===== config.mk =====
export PLATFORM = sky130hd
export DESIGN_NAME = ethernet_frame_header_classifier_unit
export DESIGN_NICKNAME = d
export VERILOG_FILES = /design/src/design/efhc_pkg.sv /design/src/design/efhc_front.sv /design/src/design/efhc_queue.sv /design/src/design/efhc_back.sv /design/src/design/ethernet_frame_header_classifier_unit.sv
export SDC_FILE = /design/constraint.sdc
export NUM_CORES = 1
export LEC_CHECK = 0
export BUFFER_PORTS_ARGS = -buffer_cell sky130_fd_sc_hd__buf_2
export CORE_UTILIZATION = 60
export CTS_CLUSTER_SIZE = 40
export DETAILED_ROUTE_END_ITERATION = 12
export PLACE_DENSITY = 0.79
export SETUP_SLACK_MARGIN = 0.5
export SYNTH_ARGS = -nofsm -noshare
export SYNTH_HDL_FRONTEND = slang
export SYNTH_SLANG_ARGS = --single-unit

===== constraint.sdc =====
create_clock -name i_clk -period 6.6 [get_ports i_clk]
set_clock_uncertainty 0.05 [all_clocks]
set_input_delay 0.99 -clock i_clk [delete_from_list [all_inputs] [get_ports i_clk]]
set_output_delay 0.99 -clock i_clk [all_outputs]
set_load 0.02 [all_outputs]

===== src/design/efhc_pkg.sv =====
// Shared constants, codes and the job word type of the frame header classifier.
`default_nettype none
package efhc_pkg;

    localparam int unsigned QUEUE_DEPTH_DEF = 4;
    localparam int unsigned CFG_IDX_W       = 1;

    localparam logic [CFG_IDX_W-1:0] CFG_OWN_VLAN    = 1'b0;
    localparam logic [CFG_IDX_W-1:0] CFG_NATIVE_VLAN = 1'b1;

    localparam logic [1:0] VERDICT_SHORT     = 2'd0;
    localparam logic [1:0] VERDICT_VLAN_DROP = 2'd1;
    localparam logic [1:0] VERDICT_ARP       = 2'd2;
    localparam logic [1:0] VERDICT_OTHER     = 2'd3;

    localparam logic [1:0] ENCAP_PLAIN = 2'd0;
    localparam logic [1:0] ENCAP_SNAP  = 2'd1;
    localparam logic [1:0] ENCAP_VLAN  = 2'd2;

    localparam logic [15:0] TYPE_VLAN      = 16'h8100;
    localparam logic [15:0] TYPE_ARP       = 16'h0806;
    localparam logic [15:0] LEN_LIMIT_8022 = 16'd1514;
    localparam logic [15:0] VLAN_REG_RESET = 16'hFFFF;
    localparam logic [11:0] VLAN_NONE_ID   = 12'hFFF;

    localparam logic [4:0] HDR_PLAIN = 5'd14;
    localparam logic [4:0] HDR_VLAN  = 5'd18;
    localparam logic [4:0] HDR_8022  = 5'd22;

    localparam logic [4:0] POS_FIRST        = 5'd0;
    localparam logic [4:0] POS_TYPE_HI      = 5'd12;
    localparam logic [4:0] POS_TYPE_LO      = 5'd13;
    localparam logic [4:0] POS_TCI_HI       = 5'd14;
    localparam logic [4:0] POS_TCI_LO       = 5'd15;
    localparam logic [4:0] POS_VLAN_TYPE_HI = 5'd16;
    localparam logic [4:0] POS_VLAN_TYPE_LO = 5'd17;
    localparam logic [4:0] POS_SNAP_TYPE_HI = 5'd20;
    localparam logic [4:0] POS_SNAP_TYPE_LO = 5'd21;
    localparam logic [4:0] POS_MAX          = 5'd31;

    typedef struct packed {
        logic        short_frame;
        logic [1:0]  encap;
        logic [15:0] ether_type;
        logic        vlan_tagged;
        logic [11:0] tag_vid;
        logic [4:0]  offset;
        logic [15:0] frame_length;
    } t_job;

endpackage
`default_nettype wire


===== src/design/efhc_front.sv =====
// Front end: byte parser that tracks header position and issues one job per frame.
`default_nettype none
module efhc_front (
    input  wire logic          i_clk,
    input  wire logic          i_rst_n,
    input  wire logic          i_accept,
    input  wire logic [7:0]    i_data_byte,
    input  wire logic          i_first_byte,
    input  wire logic [15:0]   i_frame_length,
    output efhc_pkg::t_job     o_job,
    output logic               o_job_valid
);
    import efhc_pkg::*;

    logic [4:0]  r_pos, n_pos;
    logic [15:0] r_outer, n_outer;
    logic [15:0] r_tci, n_tci;
    logic [15:0] r_inner, n_inner;
    logic [15:0] r_len;
    logic        r_given;

    logic        proc;
    logic [4:0]  p;
    logic [15:0] len;
    logic [15:0] outer;
    logic [15:0] tci;
    logic [15:0] inner;
    logic        job_hit;
    t_job        job;

    assign proc  = i_accept && (i_first_byte || !r_given);
    assign p     = i_first_byte ? POS_FIRST : r_pos;
    assign len   = i_first_byte ? i_frame_length : r_len;
    assign outer = i_first_byte ? 16'd0 : r_outer;
    assign tci   = i_first_byte ? 16'd0 : r_tci;
    assign inner = i_first_byte ? 16'd0 : r_inner;
    assign n_pos = (p == POS_MAX) ? POS_MAX : p + 5'd1;

    always_comb begin
        n_outer          = outer;
        n_tci            = tci;
        n_inner          = inner;
        job_hit          = 1'b0;
        job.short_frame  = 1'b1;
        job.encap        = ENCAP_PLAIN;
        job.ether_type   = 16'd0;
        job.vlan_tagged  = 1'b0;
        job.tag_vid      = VLAN_NONE_ID;
        job.offset       = 5'd0;
        job.frame_length = len;
        if (p == POS_FIRST && len < 16'(HDR_PLAIN)) begin
            job_hit = 1'b1;
        end else if (p == POS_TYPE_HI || p == POS_TYPE_LO) begin
            n_outer = {outer[7:0], i_data_byte};
            if (p == POS_TYPE_LO) begin
                if (n_outer < LEN_LIMIT_8022) begin
                    job_hit = len < 16'(HDR_8022);
                end else if (n_outer == TYPE_VLAN) begin
                    job_hit = len < 16'(HDR_VLAN);
                end else begin
                    job_hit         = 1'b1;
                    job.short_frame = 1'b0;
                    job.encap       = ENCAP_PLAIN;
                    job.ether_type  = n_outer;
                    job.offset      = HDR_PLAIN;
                end
            end
        end else if (p == POS_TCI_HI || p == POS_TCI_LO) begin
            n_tci = {tci[7:0], i_data_byte};
        end else if ((p == POS_VLAN_TYPE_HI || p == POS_VLAN_TYPE_LO)
                     && outer == TYPE_VLAN) begin
            n_inner = {inner[7:0], i_data_byte};
            if (p == POS_VLAN_TYPE_LO) begin
                job_hit         = 1'b1;
                job.short_frame = 1'b0;
                job.encap       = ENCAP_VLAN;
                job.ether_type  = n_inner;
                job.vlan_tagged = 1'b1;
                job.tag_vid     = tci[11:0];
                job.offset      = HDR_VLAN;
            end
        end else if ((p == POS_SNAP_TYPE_HI || p == POS_SNAP_TYPE_LO)
                     && outer < LEN_LIMIT_8022) begin
            n_inner = {inner[7:0], i_data_byte};
            if (p == POS_SNAP_TYPE_LO) begin
                job_hit         = 1'b1;
                job.short_frame = 1'b0;
                job.encap       = ENCAP_SNAP;
                job.ether_type  = n_inner;
                job.offset      = HDR_8022;
            end
        end
    end

    always_ff @(posedge i_clk) begin
        if (!i_rst_n) begin
            r_pos   <= POS_FIRST;
            r_outer <= 16'd0;
            r_tci   <= 16'd0;
            r_inner <= 16'd0;
            r_len   <= 16'd0;
            r_given <= 1'b1;
        end else if (proc) begin
            r_pos   <= n_pos;
            r_outer <= n_outer;
            r_tci   <= n_tci;
            r_inner <= n_inner;
            r_len   <= len;
            r_given <= job_hit;
        end
    end

    assign o_job       = job;
    assign o_job_valid = proc && job_hit;

    // Bytes after a verdict never issue another job for the same frame.
    a_no_job_when_given: assert property (@(posedge i_clk) disable iff (!i_rst_n)
        (r_given && !i_first_byte) |-> !o_job_valid)
        else $error("job issued after verdict");

    a_short_first: assert property (@(posedge i_clk) disable iff (!i_rst_n)
        (i_accept && i_first_byte && i_frame_length < 16'(HDR_PLAIN))
        |-> (o_job_valid && o_job.short_frame))
        else $error("short frame not flagged on first byte");

    a_given_after_job: assert property (@(posedge i_clk) disable iff (!i_rst_n)
        o_job_valid |=> r_given)
        else $error("verdict flag not set after job");

endmodule
`default_nettype wire


===== src/design/efhc_queue.sv =====
// Short job queue between the parser front end and the classify back end.
`default_nettype none
module efhc_queue #(
    parameter int unsigned DEPTH = efhc_pkg::QUEUE_DEPTH_DEF
) (
    input  wire logic           i_clk,
    input  wire logic           i_rst_n,
    input  wire logic           i_push,
    input  efhc_pkg::t_job      i_job,
    output logic                o_full,
    input  wire logic           i_pop,
    output efhc_pkg::t_job      o_job,
    output logic                o_valid
);
    import efhc_pkg::*;

    localparam int unsigned PTR_W = (DEPTH > 1) ? $clog2(DEPTH) : 1;
    localparam int unsigned CNT_W = $clog2(DEPTH + 1);

    t_job             r_mem [DEPTH];
    logic [PTR_W-1:0] r_wr, r_rd;
    logic [CNT_W-1:0] r_count;
    logic             do_push, do_pop;

    assign o_full  = r_count == CNT_W'(DEPTH);
    assign o_valid = r_count != '0;
    assign o_job   = r_mem[r_rd];
    assign do_push = i_push && !o_full;
    assign do_pop  = i_pop && o_valid;

    always_ff @(posedge i_clk) begin
        if (do_push) begin
            r_mem[r_wr] <= i_job;
        end
    end

    always_ff @(posedge i_clk) begin
        if (!i_rst_n) begin
            r_wr    <= '0;
            r_rd    <= '0;
            r_count <= '0;
        end else begin
            if (do_push) begin
                r_wr <= (r_wr == PTR_W'(DEPTH - 1)) ? '0 : r_wr + 1'b1;
            end
            if (do_pop) begin
                r_rd <= (r_rd == PTR_W'(DEPTH - 1)) ? '0 : r_rd + 1'b1;
            end
            if (do_push && !do_pop) begin
                r_count <= r_count + 1'b1;
            end else if (do_pop && !do_push) begin
                r_count <= r_count - 1'b1;
            end
        end
    end

    a_no_overflow: assert property (@(posedge i_clk) disable iff (!i_rst_n)
        i_push |-> !o_full)
        else $error("job pushed into full queue");

    a_count_bound: assert property (@(posedge i_clk) disable iff (!i_rst_n)
        r_count <= CNT_W'(DEPTH))
        else $error("queue count out of range");

    a_ptrs_match_empty: assert property (@(posedge i_clk) disable iff (!i_rst_n)
        (r_count == '0) |-> (r_wr == r_rd))
        else $error("queue pointers differ while empty");

endmodule
`default_nettype wire


===== src/design/efhc_back.sv =====
// Back end: VLAN filter, verdict and payload length, with the result register.
`default_nettype none
module efhc_back (
    input  wire logic                              i_clk,
    input  wire logic                              i_rst_n,
    input  wire logic                              i_cfg_valid,
    input  wire logic [efhc_pkg::CFG_IDX_W-1:0]    i_cfg_index,
    input  wire logic [15:0]                       i_cfg_data,
    input  efhc_pkg::t_job                         i_job,
    input  wire logic                              i_job_valid,
    output logic                                   o_job_pop,
    output logic                                   o_empty,
    input  wire logic                              i_pop,
    output logic [1:0]                             o_verdict,
    output logic [1:0]                             o_encapsulation,
    output logic [15:0]                            o_ether_type,
    output logic [11:0]                            o_vlan_tag_id,
    output logic [4:0]                             o_payload_offset,
    output logic [15:0]                            o_payload_length
);
    import efhc_pkg::*;

    logic [15:0] r_own_vlan, r_native_vlan;
    logic        r_valid;
    logic [1:0]  r_verdict, n_verdict;
    logic [1:0]  r_encap, n_encap;
    logic [15:0] r_etype, n_etype;
    logic [11:0] r_vid, n_vid;
    logic [4:0]  r_offset, n_offset;
    logic [15:0] r_plen, n_plen;
    logic [11:0] own;
    logic [11:0] vid0;
    logic [15:0] off16;

    assign own       = r_own_vlan[11:0];
    assign vid0      = i_job.vlan_tagged ? i_job.tag_vid : VLAN_NONE_ID;
    assign off16     = 16'(i_job.offset);
    assign o_job_pop = i_job_valid && (!r_valid || i_pop);
    assign o_empty   = !r_valid;

    always_comb begin
        n_encap  = i_job.encap;
        n_etype  = i_job.ether_type;
        n_offset = i_job.offset;
        n_vid    = vid0;
        n_plen   = (i_job.frame_length >= off16) ? i_job.frame_length - off16 : 16'd0;
        if (i_job.vlan_tagged && own == VLAN_NONE_ID) begin
            n_verdict = VERDICT_VLAN_DROP;
        end else begin
            n_verdict = (i_job.ether_type == TYPE_ARP) ? VERDICT_ARP : VERDICT_OTHER;
            if (own != VLAN_NONE_ID) begin
                if (vid0 == VLAN_NONE_ID) begin
                    n_vid = r_native_vlan[11:0];
                end
                if (n_vid != own) begin
                    n_verdict = VERDICT_VLAN_DROP;
                end
            end
        end
        if (i_job.short_frame) begin
            n_verdict = VERDICT_SHORT;
            n_encap   = ENCAP_PLAIN;
            n_etype   = 16'd0;
            n_vid     = VLAN_NONE_ID;
            n_offset  = 5'd0;
            n_plen    = 16'd0;
        end
    end

    always_ff @(posedge i_clk) begin
        if (!i_rst_n) begin
            r_own_vlan    <= VLAN_REG_RESET;
            r_native_vlan <= VLAN_REG_RESET;
        end else if (i_cfg_valid) begin
            case (i_cfg_index)
                CFG_OWN_VLAN:    r_own_vlan    <= i_cfg_data;
                CFG_NATIVE_VLAN: r_native_vlan <= i_cfg_data;
                default: begin
                end
            endcase
        end
    end

    always_ff @(posedge i_clk) begin
        if (!i_rst_n) begin
            r_valid <= 1'b0;
        end else if (o_job_pop) begin
            r_valid <= 1'b1;
        end else if (i_pop) begin
            r_valid <= 1'b0;
        end
    end

    always_ff @(posedge i_clk) begin
        if (o_job_pop) begin
            r_verdict <= n_verdict;
            r_encap   <= n_encap;
            r_etype   <= n_etype;
            r_vid     <= n_vid;
            r_offset  <= n_offset;
            r_plen    <= n_plen;
        end
    end

    assign o_verdict        = r_verdict;
    assign o_encapsulation  = r_encap;
    assign o_ether_type     = r_etype;
    assign o_vlan_tag_id    = r_vid;
    assign o_payload_offset = r_offset;
    assign o_payload_length = r_plen;

    a_short_fields: assert property (@(posedge i_clk) disable iff (!i_rst_n)
        (r_valid && r_verdict == VERDICT_SHORT)
        |-> (r_vid == VLAN_NONE_ID && r_offset == 5'd0 && r_plen == 16'd0))
        else $error("short verdict with nonzero fields");

    a_arp_type: assert property (@(posedge i_clk) disable iff (!i_rst_n)
        (r_valid && r_verdict == VERDICT_ARP) |-> (r_etype == TYPE_ARP))
        else $error("ARP verdict with other type");

    a_no_pop_into_full: assert property (@(posedge i_clk) disable iff (!i_rst_n)
        (r_valid && !i_pop) |-> !o_job_pop)
        else $error("result overwritten before taken");

endmodule
`default_nettype wire


===== src/design/ethernet_frame_header_classifier_unit.sv =====
// Top level of the Ethernet frame header classifier: parser, job queue, classify stage.
//
//  channel  | handshake                 | word
//  ---------+---------------------------+-----------------------------------------------
//  input    | push / full               | i_data_byte, i_first_byte, i_frame_length
//  result   | empty / pop               | o_verdict, o_encapsulation, o_ether_type,
//           |                           | o_vlan_tag_id, o_payload_offset, o_payload_length
//  config   | i_cfg_valid / o_cfg_ready | i_cfg_index, i_cfg_data
//
// One byte a cycle is taken while full is low; the parser decides in the cycle a byte arrives.
// A job enters the queue at the edge that takes its deciding byte and moves on into the result
// register once that register is empty or being popped; empty falls when it arrives there.
// full rises only when QUEUE_DEPTH jobs wait because pop is held low.
// Synchronous active-low reset; config writes are taken every cycle.
`default_nettype none
module ethernet_frame_header_classifier_unit #(
    parameter int unsigned QUEUE_DEPTH = efhc_pkg::QUEUE_DEPTH_DEF
) (
    input  wire logic                              i_clk,
    input  wire logic                              i_rst_n,
    input  wire logic                              push,
    output logic                                   full,
    input  wire logic [7:0]                        i_data_byte,
    input  wire logic                              i_first_byte,
    input  wire logic [15:0]                       i_frame_length,
    output logic                                   empty,
    input  wire logic                              pop,
    output logic [1:0]                             o_verdict,
    output logic [1:0]                             o_encapsulation,
    output logic [15:0]                            o_ether_type,
    output logic [11:0]                            o_vlan_tag_id,
    output logic [4:0]                             o_payload_offset,
    output logic [15:0]                            o_payload_length,
    input  wire logic                              i_cfg_valid,
    output logic                                   o_cfg_ready,
    input  wire logic [efhc_pkg::CFG_IDX_W-1:0]    i_cfg_index,
    input  wire logic [15:0]                       i_cfg_data
);
    import efhc_pkg::*;

    t_job front_job, queue_job;
    logic front_job_valid;
    logic queue_full, queue_valid, queue_pop;
    logic accept;

    assign accept      = push && !queue_full;
    assign full        = queue_full;
    assign o_cfg_ready = 1'b1;

    efhc_front u_front (
        .i_clk          (i_clk),
        .i_rst_n        (i_rst_n),
        .i_accept       (accept),
        .i_data_byte    (i_data_byte),
        .i_first_byte   (i_first_byte),
        .i_frame_length (i_frame_length),
        .o_job          (front_job),
        .o_job_valid    (front_job_valid)
    );

    efhc_queue #(
        .DEPTH (QUEUE_DEPTH)
    ) u_queue (
        .i_clk   (i_clk),
        .i_rst_n (i_rst_n),
        .i_push  (front_job_valid),
        .i_job   (front_job),
        .o_full  (queue_full),
        .i_pop   (queue_pop),
        .o_job   (queue_job),
        .o_valid (queue_valid)
    );

    efhc_back u_back (
        .i_clk            (i_clk),
        .i_rst_n          (i_rst_n),
        .i_cfg_valid      (i_cfg_valid),
        .i_cfg_index      (i_cfg_index),
        .i_cfg_data       (i_cfg_data),
        .i_job            (queue_job),
        .i_job_valid      (queue_valid),
        .o_job_pop        (queue_pop),
        .o_empty          (empty),
        .i_pop            (pop),
        .o_verdict        (o_verdict),
        .o_encapsulation  (o_encapsulation),
        .o_ether_type     (o_ether_type),
        .o_vlan_tag_id    (o_vlan_tag_id),
        .o_payload_offset (o_payload_offset),
        .o_payload_length (o_payload_length)
    );

endmodule
`default_nettype wire

==> results.py <==
metrics = {
    "clock_network": {
        "cts_made_buffers": 35,
        "clock_path_buffers": 3,
        "tritoncts": "yes",
        "clockRootBuffer": "clkbuf_16",
        "clock_latency_ns": 0.53,
        "cts_resized": 0,
        "postCtsSetupRepairBufs": 0,
        "clkTransAtPathRegs_ns": 0.06,
        "h-tree-depth": 2,
        "clock-sinks": 348,
        "holdBufCountCts": 0,
    },
    "routing": {
        "drc_errors": 0,
        "drtIter0Drc": 940,
        "routed_wl_um": 31050,
        "dr.pass1.iters": 5,
        "wl_per_cell_um": 20.43,
        "ant_nets": 0,
        "vias": 9219,
        "viasPerCell": 6.065,
    },
    "synth": {
        "syn_area_sq_um": 14700,
        "ys_warn_count": 0,
        "syn-instance-count": 1083,
        "synth_cell_types": 69,
        "synth_nets": 1146,
        "synthArstFlopShare": 0,
        "synth_edf_count": 256,
        "ys_seq_elements": 348,
        "synth.avg_cell_area_sq_um": 13.57,
        "synthFlopType": "edfxtp_1",
        "ys_seq_area_frac": 0.6483,
    },
    "timing": {
        "final.setup.worst_slack_ns": 1.798,
        "slew_headroom": 0.2125,
        "hold_slack_ns": 0.4310,
        "period_minus_slack_ns": 4.802,
        "fmax_mhz": 208.3,
        "hold_viol": 0,
        "grt_setup_unrepaired": "false",
        "fin_crit_sh": 0.7276,
        "fin_setup_tns_ns": 0,
        "setup_violations": 0,
        "drv_slew": 0,
        "tightest_slew_ns": 1.173,
    },
    "floorplanning": {
        "rows": 56,
        "ios": 103,
        "fp.dieArea_sq_um": 25130,
        "core_sq_um": 23750,
        "initial_utilization": 0.6188,
        "die_h_um": 158.5,
        "die_w_um": 158.5,
    },
    "final_layout": {
        "multi_input_area_sq_um": 4740,
        "drive_gt1_frac": 0.2032,
        "regArea_sq_um": 9534,
        "syn_to_final_growth_pct": 13.31,
        "num_antenna_cells": 0,
        "final_util": 0.7012,
        "mostFrequentLayoutCells": "edfxtp_1 (256), nor2_1 (100), buf_2 (96), dfxtp_1 (90), nand2_1 (80)",
        "mostFrequentLayoutCell": "edfxtp_1",
        "num-nets-final": 1237,
        "fill_cells": 1571,
    },
    "global_routing": {
        "overflow": 0,
        "first_global_vias": 8930,
        "grt_first_pass_wirelength_um": 48950,
        "grt_max_degree": 72,
        "antenna_found_initial": 0,
        "grtUsageTotal": 0.2586,
    },
    "critical_path": {
        "cp-startpoint": "i_first_byte",
        "critical_path.max_fanout": 16,
        "start_kind": "primary input",
        "crit_path_end_kind": "register",
        "critical_path_arrival_ns": 5.19,
        "required_ns": 6.99,
        "crit_type": "primary input to register",
    },
    "placed_design": {
        "pre_cts_ws_ns": 1.356,
        "port_buffers": 96,
        "post-dp-hpwl_um": 20000,
        "place.gp.congestion": 0.8918,
    },
    "power": {
        "ir_drop_mv": 0.3998,
        "p_leak_nw": 6.295,
        "cellPowerDensity_nw_per_um2": 370.3,
    },
    "status": {
        "run_status": "finished clean",
    },
    "hold_path": {
        "hold_path.class": "register to register",
        "worstHoldStart": "u_front.r_len[0]",
    },
    "job": {
        "cap_violations": 0,
    },
}
[metrics by stage]
step | total power [mW] | instances | cell area [sq um]
final | 6.167 | 1520 | 16650
after global placement | 4.183 | 1456 | 15500
after floorplan | 3.829 | 1083 | 14700
after global routing | 6.428 | 1520 | 16650
after CTS | 6.205 | 1520 | 16650
after detailed placement | 4.229 | 1456 | 15500
[worst max-delay path: stages]
cell,delay (ns)
buf_2,0.33
clkinv_1,0.33
nand2_1,0.20
ha_1,0.23
nand4_1,0.13
or3_1,0.36
nor3_1,0.54
nor2_1,0.17
o2111ai_1,0.24
and2_1,0.29
ha_1,0.23
inv_1,0.07
fa_1,0.43
xor2_1,0.16
or3_1,0.31
a21oi_1,0.14
[sequential cells by signal (all words and copies together) (netlist names), named ones only]
signal                   count
u_queue.r_mem              204
u_back.o_ether_type         16
u_back.o_payload_length     16
u_front.r_len               16
u_front.r_outer             16
u_back.o_vlan_tag_id        12
u_back.r_native_vlan        12
u_back.r_own_vlan           12
u_front.r_tci               12
u_front.r_inner              8
u_front.r_pos                5
u_back.o_payload_offset      4
u_queue.r_count              3
u_back.o_encapsulation       2
u_back.o_verdict             2
u_queue.r_rd                 2
u_queue.r_wr                 2
u_back.r_valid               1
u_front.r_given              1
[logic make-up after synthesis]
family / after synthesis / synth area share
simple gates: 352 / 0.1199
flops: 348 / 0.6483
compound gates: 156 / 0.07432
buf+inv: 106 / 0.03056
mux: 92 / 0.1052
fa+ha+maj: 16 / 0.01464
xor+xnor: 11 / 0.006555
other cells: 2 / 0.0005110
[metal layers]
layer | up-vias | GRT usage | wire length (um)
met1 | 4559 | 0.3701 | 13330
met3 | 51 | 0.03212 | 2061
met5 | - | 0 | 0
met2 | 377 | 0.4169 | 15080
met4 | 0 | 0.07784 | 576
li1 | 4232 | - | -
[power by group]
group,total [mW],internal [mW],switching (mW),leakage (nW)
Sequential,2.78,2.66,0.122,3.45
Combinational,1.39,0.498,0.891,2.28
Clock,2.00,1.18,0.817,0.563
Total,6.17,4.34,1.83,6.30
[cells in the mapped netlist, types with 26 or more instances]
library cell	n	share of area
edfxtp_1	256	0.52
nor2_1	100	0.026
dfxtp_1	92	0.13
nand2_1	80	0.020
inv_1	48	0.012
mux4_2	47	0.072
o21ai_0	44	0.015
clkbuf_1	39	0.010
nor2b_1	38	0.016
a22oi_1	34	0.017
mux2i_1	27	0.018
nand3_1	26	0.0089
[path summary, 6_finish.rpt]
check / endpoint / cells after the start / slack, ns
max reg2reg: u_back.o_payload_length[3] / 7 / 2.06
min reg2reg: u_front.r_len[0] / 2 / 0.43
max: u_queue.r_count[2] / 16 / 1.80
min: u_front.r_len[0] / 2 / 0.43
[area by class of cell]
cell class	count	area share
sequential	348	0.5725
tap	319	0.02397
timing repair buffer	110	0.03816
clock buffer	45	0.05672
inverter	50	0.01127
multi-input combinational	629	0.2846
clock inverter	19	0.01285
Note: power is estimated with default switching activity, not from simulation.
